## config.mk

```make
export PLATFORM = sky130hd
export DESIGN_NAME = three_class_priority_job_queue
export DESIGN_NICKNAME = d
export VERILOG_FILES = /design/src/tcpq_pkg.sv /design/src/tcpq_deque.sv /design/src/three_class_priority_job_queue.sv
export SDC_FILE = /design/constraint.sdc
export NUM_CORES = 1
export LEC_CHECK = 0
export ABC_AREA = 0
export BUFFER_PORTS_ARGS = -buffer_cell sky130_fd_sc_hd__buf_4
export CORE_AREA = 2 2 352 354
export CTS_CLUSTER_DIAMETER = 200
export DETAILED_ROUTE_END_ITERATION = 16
export DIE_AREA = 0 0 354 356
export PLACE_DENSITY_LB_ADDON = 0.08
export RECOVER_POWER = 25
export SYNTH_ARGS = -nofsm -noshare
export SYNTH_HDL_FRONTEND = slang
export SYNTH_SLANG_ARGS = --single-unit
export TNS_END_PERCENT = 20
```

## constraint.sdc

```tcl
create_clock -name aclk -period 5.45 [get_ports aclk]
set_input_delay 1.09 -clock aclk [delete_from_list [all_inputs] [get_ports aclk]]
set_output_delay 1.09 -clock aclk [all_outputs]
set_load 0.05 [all_outputs]
```

## src/tcpq_pkg.sv

```systemverilog
`timescale 1ns / 1ps
// ----------------------------------------------------------------------------
// tcpq_pkg
// Shared codes, widths and types for the three-class priority job queue.
// ----------------------------------------------------------------------------
package tcpq_pkg;

    // defaults for the top-level parameters
    localparam int DEF_QUEUE_DEPTH = 16;
    localparam int DEF_ID_WIDTH    = 16;

    // number of wait classes and their indexes
    localparam int NUM_CLASSES = 3;
    localparam int CLASS_W     = 2;
    localparam logic [CLASS_W-1:0] CLS_HIGH     = 2'd0;
    localparam logic [CLASS_W-1:0] CLS_ORDINARY = 2'd1;
    localparam logic [CLASS_W-1:0] CLS_LOW      = 2'd2;

    // request types
    localparam int REQ_W = 2;
    localparam logic [REQ_W-1:0] REQ_ADD    = 2'd0;
    localparam logic [REQ_W-1:0] REQ_SELECT = 2'd1;
    localparam logic [REQ_W-1:0] REQ_RETURN = 2'd2;
    localparam logic [REQ_W-1:0] REQ_COMMIT = 2'd3;

    // raw priority codes
    localparam int PRIO_W = 2;
    localparam logic [PRIO_W-1:0] PRIO_HIGH     = 2'd0;
    localparam logic [PRIO_W-1:0] PRIO_ORDINARY = 2'd1;
    localparam logic [PRIO_W-1:0] PRIO_LOW      = 2'd2;
    localparam logic [PRIO_W-1:0] PRIO_INVALID  = 2'd3;

    // result status codes
    localparam int STATUS_W = 2;
    localparam logic [STATUS_W-1:0] ST_OK       = 2'd0;
    localparam logic [STATUS_W-1:0] ST_BAD_PRIO = 2'd1;
    localparam logic [STATUS_W-1:0] ST_FULL     = 2'd2;
    localparam logic [STATUS_W-1:0] ST_EMPTY    = 2'd3;

    // waiting count output, saturating
    localparam int WAIT_COUNT_W = 6;
    localparam int WAIT_MAX     = 63;

    // per-deque command for one request
    typedef struct packed {
        logic push;
        logic at_head;
        logic pop;
    } deque_cmd_t;

endpackage

```

## src/tcpq_deque.sv

```systemverilog
`timescale 1ns / 1ps
// ----------------------------------------------------------------------------
// tcpq_deque
// One circular wait deque of job ids: insert at head or tail, pop at head.
// ----------------------------------------------------------------------------
module tcpq_deque #(
    parameter int QUEUE_DEPTH = 16,
    parameter int ID_WIDTH    = 16,
    parameter int CNT_W       = 5
) (
    input  logic                 aclk,
    input  logic                 aresetn,
    input  tcpq_pkg::deque_cmd_t cmd,
    input  logic [ID_WIDTH-1:0]  push_data,
    output logic [ID_WIDTH-1:0]  head_data,
    output logic [CNT_W-1:0]     count_next,
    output logic                 full,
    output logic                 empty
);
    import tcpq_pkg::*;

    localparam int IDX_W = $clog2(QUEUE_DEPTH);
    localparam int SUM_W = CNT_W + 1;
    localparam logic [IDX_W-1:0] LAST_IDX = IDX_W'(QUEUE_DEPTH - 1);

    logic [ID_WIDTH-1:0] store_reg [QUEUE_DEPTH];
    logic [IDX_W-1:0]    head_reg;
    logic [IDX_W-1:0]    head_next;
    logic [CNT_W-1:0]    count_reg;
    logic [IDX_W-1:0]    head_dec;
    logic [IDX_W-1:0]    head_inc;
    logic [SUM_W-1:0]    tail_sum;
    logic [SUM_W-1:0]    tail_wrap;
    logic [IDX_W-1:0]    wr_idx;

    // neighbor positions around the head, with wrap at the depth
    assign head_dec = (head_reg == '0) ? LAST_IDX : head_reg - 1'b1;
    assign head_inc = (head_reg == LAST_IDX) ? '0 : head_reg + 1'b1;

    // tail slot is head plus count, folded back once
    assign tail_sum  = SUM_W'(head_reg) + SUM_W'(count_reg);
    assign tail_wrap = (tail_sum >= SUM_W'(QUEUE_DEPTH)) ?
                       tail_sum - SUM_W'(QUEUE_DEPTH) : tail_sum;
    assign wr_idx    = cmd.at_head ? head_dec : tail_wrap[IDX_W-1:0];

    assign head_data = store_reg[head_reg];
    assign full      = (count_reg == CNT_W'(QUEUE_DEPTH));
    assign empty     = (count_reg == '0);

    // pointer and fill updates
    always_comb begin
        head_next  = head_reg;
        count_next = count_reg;
        if (cmd.push) begin
            count_next = count_reg + 1'b1;
            if (cmd.at_head) begin
                head_next = head_dec;
            end
        end else if (cmd.pop) begin
            count_next = count_reg - 1'b1;
            head_next  = head_inc;
        end
    end

    always_ff @(posedge aclk) begin
        if (!aresetn) begin
            head_reg  <= '0;
            count_reg <= '0;
        end else begin
            head_reg  <= head_next;
            count_reg <= count_next;
        end
    end

    // entry storage
    always_ff @(posedge aclk) begin
        if (cmd.push) begin
            store_reg[wr_idx] <= push_data;
        end
    end

endmodule

```

## src/three_class_priority_job_queue.sv

```systemverilog
`timescale 1ns / 1ps
// ----------------------------------------------------------------------------
// three_class_priority_job_queue
// Strict priority job queue with three wait deques and a staging slot.
// ----------------------------------------------------------------------------
// Usage:
//   Requests enter on the s_ channel (valid/ready): add, select, return or
//   commit. Each request gives exactly one result on the m_ channel
//   (valid/ready) with status, the job moved, a run strobe for commits and a
//   snapshot of staging, waiting count and per-class empty flags.
//   Each request passes two register stages: request register, result
//   register. Throughput: one request per cycle while the receiver takes
//   results; every request touches at most one deque head or tail and the
//   staging slot in a single pass between those registers.
//   When the receiver stalls, the result register holds and the request
//   register fills, then s_ready drops until the result is taken.
//   Reset (aresetn low, synchronous) empties all deques and staging; deque
//   entries themselves are not cleared and are only read after being written.
// ----------------------------------------------------------------------------
module three_class_priority_job_queue #(
    parameter int QUEUE_DEPTH = tcpq_pkg::DEF_QUEUE_DEPTH,
    parameter int ID_WIDTH    = tcpq_pkg::DEF_ID_WIDTH
) (
    input  logic                              aclk,
    input  logic                              aresetn,
    input  logic                              s_valid,
    output logic                              s_ready,
    input  logic [tcpq_pkg::REQ_W-1:0]        s_req_type,
    input  logic [ID_WIDTH-1:0]               s_job_id,
    input  logic [tcpq_pkg::PRIO_W-1:0]       s_priority_req,
    input  logic                              s_push_front,
    output logic                              m_valid,
    input  logic                              m_ready,
    output logic [tcpq_pkg::STATUS_W-1:0]     m_status,
    output logic [ID_WIDTH-1:0]               m_result_job,
    output logic                              m_run_valid,
    output logic                              m_staging_valid,
    output logic [ID_WIDTH-1:0]               m_staging_job,
    output logic [tcpq_pkg::WAIT_COUNT_W-1:0] m_waiting_count,
    output logic                              m_high_empty,
    output logic                              m_ordinary_empty,
    output logic                              m_low_empty
);
    import tcpq_pkg::*;

    localparam int CNT_W = $clog2(QUEUE_DEPTH + 1);
    localparam int TOT_W = CNT_W + 2 + WAIT_COUNT_W;

    // request register
    logic                in_valid_reg;
    logic [REQ_W-1:0]    in_req_reg;
    logic [ID_WIDTH-1:0] in_job_reg;
    logic [PRIO_W-1:0]   in_prio_reg;
    logic                in_front_reg;

    // staging slot
    logic                stg_valid_reg, stg_valid_next;
    logic [ID_WIDTH-1:0] stg_id_reg, stg_id_next;
    logic [CLASS_W-1:0]  stg_class_reg, stg_class_next;

    // result register
    logic                    out_valid_reg;
    logic [STATUS_W-1:0]     out_status_reg, out_status_next;
    logic [ID_WIDTH-1:0]     out_job_reg, out_job_next;
    logic                    out_run_reg, out_run_next;
    logic                    out_stg_valid_reg;
    logic [ID_WIDTH-1:0]     out_stg_job_reg;
    logic [WAIT_COUNT_W-1:0] out_wait_reg, out_wait_next;
    logic [NUM_CLASSES-1:0]  out_empty_reg, out_empty_next;

    // deque interface
    deque_cmd_t          dq_cmd   [NUM_CLASSES];
    logic [ID_WIDTH-1:0] dq_head  [NUM_CLASSES];
    logic [CNT_W-1:0]    dq_count [NUM_CLASSES];
    logic                dq_full  [NUM_CLASSES];
    logic                dq_empty [NUM_CLASSES];
    logic [ID_WIDTH-1:0] push_data;

    logic             fire;
    logic [TOT_W-1:0] total;

    // handshake: process when the result register is free or draining
    assign fire    = in_valid_reg && (!out_valid_reg || m_ready);
    assign s_ready = !in_valid_reg || fire;

    always_ff @(posedge aclk) begin
        if (!aresetn) begin
            in_valid_reg <= 1'b0;
        end else if (s_ready) begin
            in_valid_reg <= s_valid;
        end
    end

    always_ff @(posedge aclk) begin
        if (s_ready && s_valid) begin
            in_req_reg   <= s_req_type;
            in_job_reg   <= s_job_id;
            in_prio_reg  <= s_priority_req;
            in_front_reg <= s_push_front;
        end
    end

    // the three wait deques
    for (genvar c = 0; c < NUM_CLASSES; c++) begin : g_deque
        tcpq_deque #(
            .QUEUE_DEPTH (QUEUE_DEPTH),
            .ID_WIDTH    (ID_WIDTH),
            .CNT_W       (CNT_W)
        ) u_deque (
            .aclk       (aclk),
            .aresetn    (aresetn),
            .cmd        (dq_cmd[c]),
            .push_data  (push_data),
            .head_data  (dq_head[c]),
            .count_next (dq_count[c]),
            .full       (dq_full[c]),
            .empty      (dq_empty[c])
        );
    end

    assign push_data = (in_req_reg == REQ_ADD) ? in_job_reg : stg_id_reg;

    // request decode and staging update
    always_comb begin
        for (int c = 0; c < NUM_CLASSES; c++) begin
            dq_cmd[c] = '0;
        end
        stg_valid_next  = stg_valid_reg;
        stg_id_next     = stg_id_reg;
        stg_class_next  = stg_class_reg;
        out_status_next = ST_OK;
        out_job_next    = '0;
        out_run_next    = 1'b0;
        if (fire) begin
            unique case (in_req_reg)
                REQ_ADD: begin
                    if (in_prio_reg == PRIO_INVALID) begin
                        out_status_next = ST_BAD_PRIO;
                    end else begin
                        out_job_next = in_job_reg;
                        if (dq_full[in_prio_reg]) begin
                            out_status_next = ST_FULL;
                        end else begin
                            dq_cmd[in_prio_reg].push    = 1'b1;
                            dq_cmd[in_prio_reg].at_head = in_front_reg;
                        end
                    end
                end
                REQ_SELECT: begin
                    if (!dq_empty[CLS_HIGH]) begin
                        dq_cmd[CLS_HIGH].pop = 1'b1;
                        out_job_next         = dq_head[CLS_HIGH];
                        stg_class_next       = CLS_HIGH;
                    end else if (!dq_empty[CLS_ORDINARY]) begin
                        dq_cmd[CLS_ORDINARY].pop = 1'b1;
                        out_job_next             = dq_head[CLS_ORDINARY];
                        stg_class_next           = CLS_ORDINARY;
                    end else if (!dq_empty[CLS_LOW]) begin
                        dq_cmd[CLS_LOW].pop = 1'b1;
                        out_job_next        = dq_head[CLS_LOW];
                        stg_class_next      = CLS_LOW;
                    end else begin
                        out_status_next = ST_EMPTY;
                    end
                    if (out_status_next == ST_OK) begin
                        stg_valid_next = 1'b1;
                        stg_id_next    = out_job_next;
                    end
                end
                REQ_RETURN: begin
                    if (!stg_valid_reg) begin
                        out_status_next = ST_EMPTY;
                    end else begin
                        out_job_next = stg_id_reg;
                        if (dq_full[stg_class_reg]) begin
                            out_status_next = ST_FULL;
                        end else begin
                            dq_cmd[stg_class_reg].push    = 1'b1;
                            dq_cmd[stg_class_reg].at_head = in_front_reg;
                            stg_valid_next = 1'b0;
                            stg_id_next    = '0;
                            stg_class_next = CLS_HIGH;
                        end
                    end
                end
                REQ_COMMIT: begin
                    if (!stg_valid_reg) begin
                        out_status_next = ST_EMPTY;
                    end else begin
                        out_job_next   = stg_id_reg;
                        out_run_next   = 1'b1;
                        stg_valid_next = 1'b0;
                        stg_id_next    = '0;
                        stg_class_next = CLS_HIGH;
                    end
                end
                default: begin
                    out_status_next = ST_OK;
                end
            endcase
        end
    end

    // post-request waiting count, saturated, and empty flags
    assign total = TOT_W'(dq_count[CLS_HIGH]) + TOT_W'(dq_count[CLS_ORDINARY])
                 + TOT_W'(dq_count[CLS_LOW]);
    assign out_wait_next = (total > TOT_W'(WAIT_MAX)) ?
                           WAIT_COUNT_W'(WAIT_MAX) : total[WAIT_COUNT_W-1:0];

    always_comb begin
        for (int c = 0; c < NUM_CLASSES; c++) begin
            out_empty_next[c] = (dq_count[c] == '0);
        end
    end

    // staging slot
    always_ff @(posedge aclk) begin
        if (!aresetn) begin
            stg_valid_reg <= 1'b0;
            stg_id_reg    <= '0;
            stg_class_reg <= CLS_HIGH;
        end else begin
            stg_valid_reg <= stg_valid_next;
            stg_id_reg    <= stg_id_next;
            stg_class_reg <= stg_class_next;
        end
    end

    // result register
    always_ff @(posedge aclk) begin
        if (!aresetn) begin
            out_valid_reg <= 1'b0;
        end else if (fire) begin
            out_valid_reg <= 1'b1;
        end else if (m_ready) begin
            out_valid_reg <= 1'b0;
        end
    end

    always_ff @(posedge aclk) begin
        if (fire) begin
            out_status_reg    <= out_status_next;
            out_job_reg       <= out_job_next;
            out_run_reg       <= out_run_next;
            out_stg_valid_reg <= stg_valid_next;
            out_stg_job_reg   <= stg_valid_next ? stg_id_next : '0;
            out_wait_reg      <= out_wait_next;
            out_empty_reg     <= out_empty_next;
        end
    end

    assign m_valid          = out_valid_reg;
    assign m_status         = out_status_reg;
    assign m_result_job     = out_job_reg;
    assign m_run_valid      = out_run_reg;
    assign m_staging_valid  = out_stg_valid_reg;
    assign m_staging_job    = out_stg_job_reg;
    assign m_waiting_count  = out_wait_reg;
    assign m_high_empty     = out_empty_reg[CLS_HIGH];
    assign m_ordinary_empty = out_empty_reg[CLS_ORDINARY];
    assign m_low_empty      = out_empty_reg[CLS_LOW];

endmodule
```

; ---- Word-level counts from Yosys, hierarchy flattened
; Memories as Yosys holds them, arrays and structs flattened. A register that Yosys moved wholly into a read port is not among the register bits.
; Index checks and enable logic that the tools add are counted.
[op_classes]
addsub = 20
magnitude_cmp = 8
n_eq_ne = 17
mux = 111
bitwise_logic = 2
n_reduce_logical = 29
[op_table]
columns = cell, n
row1 = 2-to-1 mux 16 bit, 11
row2 = 2-to-1 mux 4 bit, 27
row3 = one-hot mux 16 bit (3 select lines), 2
row4 = 2-to-1 mux 9 bit, 5
row5 = 2-to-1 mux 2 bit, 18
row6 = zero test 5 bit, 6
row7 = 2-to-1 mux 5 bit, 6
row8 = demux 3 bit (select 2 bit), 4
row9 = subtractor 4 x 1 -> 4 bit (second input constant), 6
row10 = 2-to-1 mux 1 bit, 23
row11 = adder 4 x 5 -> 6 bit, 3
row12 = bitwise mux 9 bit, 2
row13 = greater-or-equal comparator 6 x 5 -> 1 bit (second input constant), 3
row14 = adder 5 x 1 -> 5 bit (second input constant), 3
row15 = equality test 5 bit (second input constant), 3
row16 = subtractor 5 x 1 -> 5 bit (second input constant), 3
row17 = adder 4 x 1 -> 4 bit (second input constant), 3
row18 = equality test 4 bit (second input constant), 3
row19 = zero test 4 bit, 3
row20 = != test 2 bit (second input constant), 6
row21 = one-hot mux 1 bit (3 select lines), 4
row22 = one-hot mux 2 bit (2 select lines), 3
row23 = one-hot mux 2 bit (4 select lines), 1
row24 = nonzero test 2 bit, 4
row25 = other kinds (20), 35
[totals]
ff_bits = 114
ramBits = 768
inputBits = 25
n_memories = 3
[memory_table]
columns = name, words, word_bits, read_ports, rd_ports_with_merged_regs, wr, line
row1 = g_deque[0].u_deque.store_reg, 16, 16, 1, 1, 1, tcpq_deque.sv:26  ; logic [ID_WIDTH-1:0] store_reg [QUEUE_DEPTH];
row2 = g_deque[1].u_deque.store_reg, 16, 16, 1, 1, 1, tcpq_deque.sv:26
row3 = g_deque[2].u_deque.store_reg, 16, 16, 1, 1, 1, tcpq_deque.sv:26

; ---- Longest topological paths before layout
[depth]
depth_word = 15
ltp_mapped = 17
mapped_depth_nobuf = 16

; ---- Hierarchy
; From an unflattened synthesis, not the netlist that was laid out.
[hier_totals]
hier_cells = 1964
hier_area_um2 = 36303.6
[modules_own_cells]
columns = mod, n_inst, cells_each, area_each_um2, seq_area_each_um2
row1 = tcpq_deque (g_deque[1].u_deque ...), 2, 518, 10585.2, 7947.6
row2 = tcpq_deque (g_deque[0].u_deque), 1, 518, 10692.8, 7947.6
row3 = three_class_priority_job_queue, 1, 410, 4440.5, 2402.3

; ---- Worst setup path after synthesis
; No wires, ideal clock.
[synth_timing]
path_kind = input-to-reg
startpoint = input port m_ready
endpoint = register out_wait_reg[3] (netlist: m_waiting_count[3]) (data pin)
t_arrival_ps = 4126
setup_slack_ps = 1044
stages = 15
cell_sequence = nand2b_1 nand2_1 nor4_1 buf_2 a21oi_1 xnor2_1 inv_1 fa_1 inv_1 ha_1 a21o_1 a21oi_1 nor2b_1 o21ai_0 o21ai_0
[synth_via]
elab_chain_cells = 8
[synth_lines]
columns = element, line
row1 = from (decl), three_class_priority_job_queue.sv:33  ; input logic m_ready,
row2 = logical OR 1 bit *, three_class_priority_job_queue.sv:83  ; assign fire = in_valid_reg && (!out_valid_reg || m_ready);
row3 = logical AND 1 bit *, three_class_priority_job_queue.sv:83
row4 = 2-to-1 mux 9 bit *, three_class_priority_job_queue.sv:134  ; if (fire) begin
row5 = 2-to-1 mux 5 bit, tcpq_deque.sv:59  ; end else if (cmd.pop) begin
row6 = 2-to-1 mux 5 bit, tcpq_deque.sv:54  ; if (cmd.push) begin
row7 = adder 5 x 5 -> 6 bit, three_class_priority_job_queue.sv:205  ; assign total = TOT_W'(dq_count[CLS_HIGH]) + TOT_W'(dq_count[CLS_ORDINARY])
row8 = adder 6 x 5 -> 7 bit *, three_class_priority_job_queue.sv:206  ; + TOT_W'(dq_count[CLS_LOW]);
row9 = > comparator 7 x 6 -> 1 bit, three_class_priority_job_queue.sv:207  ; assign out_wait_next = (total > TOT_W'(WAIT_MAX)) ?
row10 = to (signal assigned), three_class_priority_job_queue.sv:247  ; out_wait_reg <= out_wait_next;
row11 = to (decl), three_class_priority_job_queue.sv:68  ; logic [WAIT_COUNT_W-1:0] out_wait_reg, out_wait_next;
; Every way passes the cells marked *; elsewhere a longest branch is shown, timed or not.
; A chain may end at the register's enable or synchronous reset.

; ---- Final worst setup path
[layout_timing]
startpoint = register g_deque[0].u_deque.count_reg[1]
endpoint = register out_wait_reg[3] (netlist: m_waiting_count[3]) (data pin)
[layout_via]
elab_chain_cells = 13
[layout_lines]
columns = element, line
row1 = from (decl), tcpq_deque.sv:29  ; logic [CNT_W-1:0] count_reg;
row2 = from (signal assigned), tcpq_deque.sv:71  ; count_reg <= count_next;
row3 = equality test 5 bit, tcpq_deque.sv:47  ; assign full = (count_reg == CNT_W'(QUEUE_DEPTH));
row4 = binary-select mux 1 bit (select 2 bit) (on tied branches), "three_class_priority_job_queue.sv:175, three_class_priority_job_queue.sv:141"
row5 = 2-to-1 mux 1 bit (on tied branches) (2 in series), "three_class_priority_job_queue.sv:175, three_class_priority_job_queue.sv:141"
row6 = 2-to-1 mux 9 bit (on tied branches), "three_class_priority_job_queue.sv:175, three_class_priority_job_queue.sv:141"
row7 = 2-to-1 mux 9 bit (on tied branches), "three_class_priority_job_queue.sv:171, three_class_priority_job_queue.sv:137"
row8 = one-hot mux 1 bit (3 select lines), three_class_priority_job_queue.sv:135  ; unique case (in_req_reg)
row9 = 2-to-1 mux 9 bit, three_class_priority_job_queue.sv:134
row10 = 2-to-1 mux 5 bit, tcpq_deque.sv:59
row11 = 2-to-1 mux 5 bit, tcpq_deque.sv:54
row12 = adder 5 x 5 -> 6 bit, three_class_priority_job_queue.sv:205
row13 = adder 6 x 5 -> 7 bit *, three_class_priority_job_queue.sv:206
row14 = > comparator 7 x 6 -> 1 bit, three_class_priority_job_queue.sv:207
; Every way passes the cells marked *; elsewhere a longest branch is shown, timed or not. The select of a mux whose other input is x is not followed.

==> run metrics <==
status=complete, but fails checks; failing checks=capacitance limit, slew limit; Setup WS post-layout=0.589 ns; first-pass GRT wire length=152000 um; later-pin clock latency in the skew report=roughly 0.68 ns; crit-path cells=inv_1 -> ha_1 -> nor4b_4 -> clkbuf_1 -> nand2_1 -> nor2_1 -> a2bb2oi_1 -> xnor2_1 -> inv_1 -> fa_1 -> inv_1 -> ha_1 -> a21oi_1 -> nor2b_1 -> o21ai_0 -> o21ai_0; routability-driven placement congestion ratio=0.820; yosys warns=0; hold buffer count at CTS=0; # nets final=2147; fin crit share=89.2%; Die ar.=~130000 um2; max reg flops=768; CTS tree=yes; layout cells sized above 1=24.4%; LEAKAGE=13.5 nW; CTS Buf Count=101; FFs w/ async S/R, synth=0%; Final Max Slew Viols=410; Final Non-Filler Cells=3805; pre-CTS setup slack=roughly 0.57 ns; RSZ-0062 raised after global routing=no; Synth Area per Inst=between 15 and 20 um2; Synth area leader=edfxtp_1; Post-Route WL=around 110000 um; syn nets=1985; Post-Syn Instances=1920; Buf/Inv on CP=4; Fillers=approximately 12000; via count=19000; First DRT Iteration DRCs=1771; power per cell area=roughly 360 nW/um2; Clock Sinks=894; HPWL Detailed=67800 um; sequential area share after synthesis=72.1%; DRC viols=0; IO Port Bufs=71; mux contribution to synthesized area=14.9%; GR Overflow Total=0; Final Hold Viols=0; Tmin final=4.86 ns; # H-tree levels=3; Most common cell on crit path=inv_1; Setup-failing EPs final=0; Placed Cells=3616; Die Width=354 um; vias in the first global route=roughly 20000; Post-Synth XOR/XNOR Area=less than 1%; Final TNS setup=0 ns; crit path max fanout=13; Critical Path Sink Type=flip-flop; postcts setup bufs=0; critical path arrival=5.25 ns; delay-heaviest family, CP=adder cells; ys flop type=edfxtp_1; Worst Hold Class=reg2reg; #FFs+latches synth=about 890; largest net degree at the start of global routing=60; CTS resizes=0; Post-DRT Antenna Nets=0; worst stage delay on the critical path=0.69 ns; Max Root-Sink Buffers=3; top achievable clock speed=206 MHz; most common cell in the netlist=edfxtp_1; Initial Util=29.7%; Netlist cell types=81; maximum VDD drop=0.000214 V; first drt pass iteration count=5; cell row count=129; WP data required=5.84 ns; largest cells by area after synthesis=edfxtp_1, mux4_2, dfxtp_1, mux2i_1, ha_1; wire length per cell=28.1 um; DIE HEIGHT=356 um; commonest cells in the netlist=edfxtp_1, mux4_2, nor2_1; I/O pins=between 70 and 80; number of synthesized flops with an enable pin=approximately 830; Critical-path top delay cell=clkbuf_1; Worst Setup Start Kind=flip-flop; Layout Skew=0.0369 ns; Crit Path Class=reg2reg; synthesized cell area=36400 um2; worst slew pin tran=3.42 ns; P&R area growth vs syn=16.5%; initial antenna violation count=6; worst relative slew slack=-128%; CTS root buf=clkbuf_16; Total GRT Usage=between 10% and 20%; Synth top area share=68.8%; post-synthesis adder-cell area fraction=1.56%; clock slew at reported path FFs=0.06 ns; area share of and/or/nand/nor cells after synthesis=4.26%; Compound-Gate Fraction of Synth Area=around 4.9%; Max Cap Viol=9; largest family of logic cells by synthesized area=multiplexers; Via-to-Cell Ratio=roughly 5; Core Area=approximately 120000 um2; fin util=approximately a third
final timing paths:
kind         cells past startpoint                  to                            start  slack [ns]
max                             16  m_waiting_count[3]  g_deque[0].u_deque.count_reg[1]        0.59
min                              1      stg_id_reg[12]                   stg_id_reg[12]        0.50
max reg2reg                     16  m_waiting_count[3]  g_deque[0].u_deque.count_reg[1]        0.59
min reg2reg                      1      stg_id_reg[12]                   stg_id_reg[12]        0.50
kinds of logic (layout without fill, tap and decap cells):
kind of cell | Yosys count | count (layout)
other | 0 | 1
adders and majority gates | 40 | 40
and+or+nand+nor | 298 | 298
AOI/OAI and AO/OA | 238 | 238
muxes | 293 | 293
buffers and inverters | 134 | 381
xor gates and xnor gates | 23 | 23
DFF | 894 | 894
stage by stage:
stage | hold slack [ns] | cell area (um2) | power, mW
floorplan | 0.463 | 36400 | 8.21
finish | 0.496 | 42400 | 15.2
CTS | 0.495 | 42600 | 15.5
detailed placement | 0.485 | 39300 | 8.63
global placement | 0.479 | 39300 | 8.62
global route | 0.504 | 42400 | 15.7
where the power goes:
part | switching [mW] | leakage, nW | internal (mW)
Clock | 2.74 | 1.62 | 4.01
Combinational | 0.616 | 3.68 | 0.230
Sequential | 0.0462 | 8.16 | 7.55
final cells by class:
cell class                      count  area [um2]  share of cell area [%]
Clock buffer                      133        2790                    6.58
Multi-Input combinational cell    892        9720                    22.9
Tap cell                         1637        2050                    4.83
Inverter                           44         165                   0.389
Sequential cell                   894       26300                    61.9
Timing Repair Buffer              149         902                    2.13
Antenna cell                        1        2.50                 0.00590
Clock inverter                     55         512                    1.21
placed cells by master (no fill, tap or decap), types with 18 or more instances in the layout:
master and instances:
edfxtp_1 834, nand2_1 52, clkinv_1 20, a22oi_1 39, mux2i_1 77, nor2_2 26
nand3_1 26, buf_4 72, ha_1 31, nor2_1 62, o21ai_0 22, clkbuf_1 82
clkinv_2 19, dfxtp_1 53, o21ai_1 23, clkbuf_16 104, and2_1 19, nor3_1 23
xnor2_1 19, inv_1 42, nor3_2 18, a21oi_1 37, mux4_2 197
routing by layer:
metal / GRT usage [%] / vias up / routed length, um
met3: 2.71 / 127 / 5840
met4: 5.14 / 0 / 2870
li1: - / 8190 / -
met5: 0 / - / 0
met1: 24.1 / 10100 / 48600
met2: 26.8 / 494 / 49500
(Power assumes the default switching activity.)
